===== config.mk =====
export PLATFORM = sky130hd
export DESIGN_NAME = lobm_ram
export DESIGN_NICKNAME = d
export VERILOG_FILES = /design/src/hdl/limit_order_book_matcher_assert.svh /design/src/hdl/lobm_ram.sv
export SDC_FILE = /design/constraint.sdc
export NUM_CORES = 1
export LEC_CHECK = 0
export ABC_AREA = 1
export BUFFER_PORTS_ARGS = -buffer_cell sky130_fd_sc_hd__buf_2
export CORE_UTILIZATION = 55
export DETAILED_ROUTE_END_ITERATION = 7
export GPL_TIMING_DRIVEN = 1
export HOLD_SLACK_MARGIN = 0.02
export PLACE_DENSITY = 0.72
export SLEW_MARGIN = 10
export SYNTH_ARGS = -nofsm -noshare
export SYNTH_HDL_FRONTEND = slang
export SYNTH_SLANG_ARGS = --single-unit

===== constraint.sdc =====
create_clock -name clk -period 2.8 [get_ports clk]
set_clock_uncertainty 0.2 [all_clocks]
set_input_delay 0.56 -clock clk [delete_from_list [all_inputs] [get_ports clk]]
set_output_delay 0.56 -clock clk [all_outputs]
set_load 0.01 [all_outputs]

===== src/hdl/limit_order_book_matcher_assert.svh =====
// Assertion macros for the order book matcher
`ifndef LIMIT_ORDER_BOOK_MATCHER_ASSERT_SVH
`define LIMIT_ORDER_BOOK_MATCHER_ASSERT_SVH
// same-cycle implication, clocked on clk, off during rst
`define LOBM_ASSERT_IMP(name, ante, cons) \
  name: assert property (@(posedge clk) disable iff (rst) (ante) |-> (cons)) \
    else $error("lobm: same-cycle check failed");
// next-cycle implication, clocked on clk, off during rst
`define LOBM_ASSERT_NXT(name, ante, cons) \
  name: assert property (@(posedge clk) disable iff (rst) (ante) |=> (cons)) \
    else $error("lobm: next-cycle check failed");
`endif


===== src/hdl/lobm_ram.sv =====
// Generic single-write, single-read RAM with registered read data
module lobm_ram #(
  parameter int WIDTH = 8,
  parameter int DEPTH = 16
) (
  input  logic                                    clk,
  input  logic                                    we,
  input  logic [((DEPTH > 1) ? $clog2(DEPTH) : 1)-1:0] waddr,
  input  logic [WIDTH-1:0]                        wdata,
  input  logic [((DEPTH > 1) ? $clog2(DEPTH) : 1)-1:0] raddr,
  output logic [WIDTH-1:0]                        rdata
);

  logic [WIDTH-1:0] mem [DEPTH];

  always_ff @(posedge clk) begin
    if (we) begin
      mem[waddr] <= wdata;
    end
    rdata <= mem[raddr];
  end

endmodule


==> impl_metrics.toml <==
[setup_path]
cp_slowest_stage_delay_ns = 0.35
reg2regPathDepth = 6
critical_path_buf_inv_count = 1
cp.required_ns = 2.04
r2r_end = "rdata[3]"
crit_chain = "buf_2"
r2r_start = "mem[0][3]"
cp_top_family = "flip-flops"
endpoint = "rdata[5]"
worst-setup-path-type = "reg -> out"
startpoint = "rdata[5]"
crit_fanout = 1
cp.arrival_ns = 1.01
cp_slowest_cell = "dfxtp_1"
critPathCaptureType = "output port"
cp-start-kind = "flop"
cp.depth = 1
rrSetupSlack_ns = 1.56

[clock_tree]
htreeDepth = 4
ctsHoldBuffers = 0
worstSkewPairLatency_ns = 0.52
cts_tree = "built"
numCtsBuffers = 17
cts_resized = 0
cts_sinks = 136
clk_pin_slew_ns = 0.06
clk_path_buf_depth = 2
cts_setup_buffers = 0
clockRootBuffer = "clkbuf_8"

[power_and_ir_drop]
ir_worst_vdd_uv = 425
power.density_mw_per_mm2 = 708
p_leak_nw = 2.83

[cells_and_area]
design_area_sq_mm = 0.00653
nFillCells = 785
multiInputGateArea_sq_mm = 0.00121
n_antenna_cell = 0
mostFrequentLayoutCells = "nand2_1 (173), edfxtp_1 (128), inv_1 (100), nand3_1 (97), buf_2 (25)"
drive_gt1_share_pct = 11.1
area_growth_syn_to_layout_pct = 13.3
fin_nets = 599
regArea_sq_mm = 0.00400
final_common_cell = "nand2_1"

[floorplan]
initial_utilization_pct = 56.4
rows = 37
die_x_um = 104
die_area_sq_mm = 0.0109
boundaryPins = 26
core_sq_mm = 0.0102
die_h_um = 104

[place]
port_buffers = 25
place_hpwl_mm = 7.47
post_dp_cell_area_sq_mm = 0.00598
gp_congestion = 0.942

[synthesis]
ys_ff_latch = 136
synthDistinctLibCells = 12
postSynthAreaPerCell_sq_um = 10.5
netlist_area_sq_mm = 0.00577
syn_nets = 569
syn_inst = 551
yosysSeqAreaShare_pct = 69.4
yosys_warnings = 0

[outcome]
status = "complete, no violations"

[global_route]
antenna_found_initial = 0
grt_max_degree = 48
grt_pass1_vias = 3600
grt_pass1_wl_mm = 19.6
grt_usage_pct = 24.6
grt-ovfl-total = 0

[timing]
fmax_mhz = 564
finalHoldViolCount = 0
maxSlewViolCount = 0
worst_pin_slew_ns = 0.741
relSlewSlack_pct = 50.4
fin_crit_ns = 1.77
tns_ns = 0
setup-violations-final = 0
rsz0062_at_grt = "false"
min_period_over_period_pct = 63.3

[routing]
avgRoutedWirePerCell_um = 16.7
wirelength_mm = 12.2
first_iter_violations = 362
drc = 0
ant_nets = 0
vias_per_cell = 5.19
vias = 3785
firstDrtPassIters = 5

[run]
max_cap_violations = 0

[worst_hold_path]
hold_depth = 3
hp-class = "in -> reg"
[logic make-up (layout without fill, tap and decap cells)]
| kind of cell | count (synthesis) | after routing | synth area share (%) |
|---|---|---|---|
| flip-flops | 136 | 136 | 69.4 |
| AND/OR/NAND/NOR | 289 | 289 | 21.0 |
| buffers and inverters | 126 | 168 | 9.52 |
[cells in the mapped netlist, drive strengths merged]
cell type,n,area [sq um]
nand3b,2,15.0
edfxtp,128,3840
nand3,97,485
nor2,17,63.8
dfxtp,8,160
inv,102,383
nand2,173,649
buf,24,166
[metal layers]
layer  vias up  track usage [%]  routed length (um)
li1       1827                -                   -
met1      1768             33.7                5110
met2       161             38.5                5830
met3        29             5.51                 980
met4         0             9.39                 264
met5         -                0                   0
[flip-flops by register name, indices dropped and copies added, names as in the netlist]
signal	cells
rdata	8
mem	128
[power by group]
| group | internal [W] | switching (W) |
|---|---|---|
| sequential | 0.00228 | 0.0000119 |
| clock | 0.00125 | 0.000810 |
| combinational | 0.0000782 | 0.000199 |
[per-stage QoR]
step / power, W / setup slack, ns / std cells / hold slack (ns) / utilization, %
detailed placement: 0.00261 / 0.656 / 698 / 0.469 / 58.5
CTS: 0.00464 / 1.01 / 729 / 0.181 / 63.8
finish: 0.00462 / 1.03 / 729 / 0.195 / 63.8
global placement: 0.00260 / 0.720 / 698 / 0.449 / 58.5
global route: 0.00477 / 1.01 / 729 / 0.186 / 63.8
floorplan: 0.00250 / 1.09 / 551 / 0.407 / -
[cell type report]
| class | count | area share [%] |
|---|---|---|
| clock buffers | 17 | 6.34 |
| clock inverters | 14 | 2.05 |
| multi-input cells | 289 | 18.6 |
| well taps | 136 | 2.61 |
| flip-flops and latches | 136 | 61.3 |
| repair buffers | 35 | 3.26 |
| inverters | 102 | 5.86 |
[worst min-delay path by stage]
stage / start / end / slack, ns
after global placement: mem[12][5] / rdata[5] / 0.45
after detailed placement: mem[14][3] / rdata[3] / 0.47
final: raddr[3] / rdata[7] / 0.19
after floorplan: mem[10][0] / rdata[0] / 0.41
after CTS: raddr[3] / rdata[7] / 0.18
after global routing: raddr[3] / rdata[7] / 0.19
Note: power is estimated with default switching activity, not from simulation.
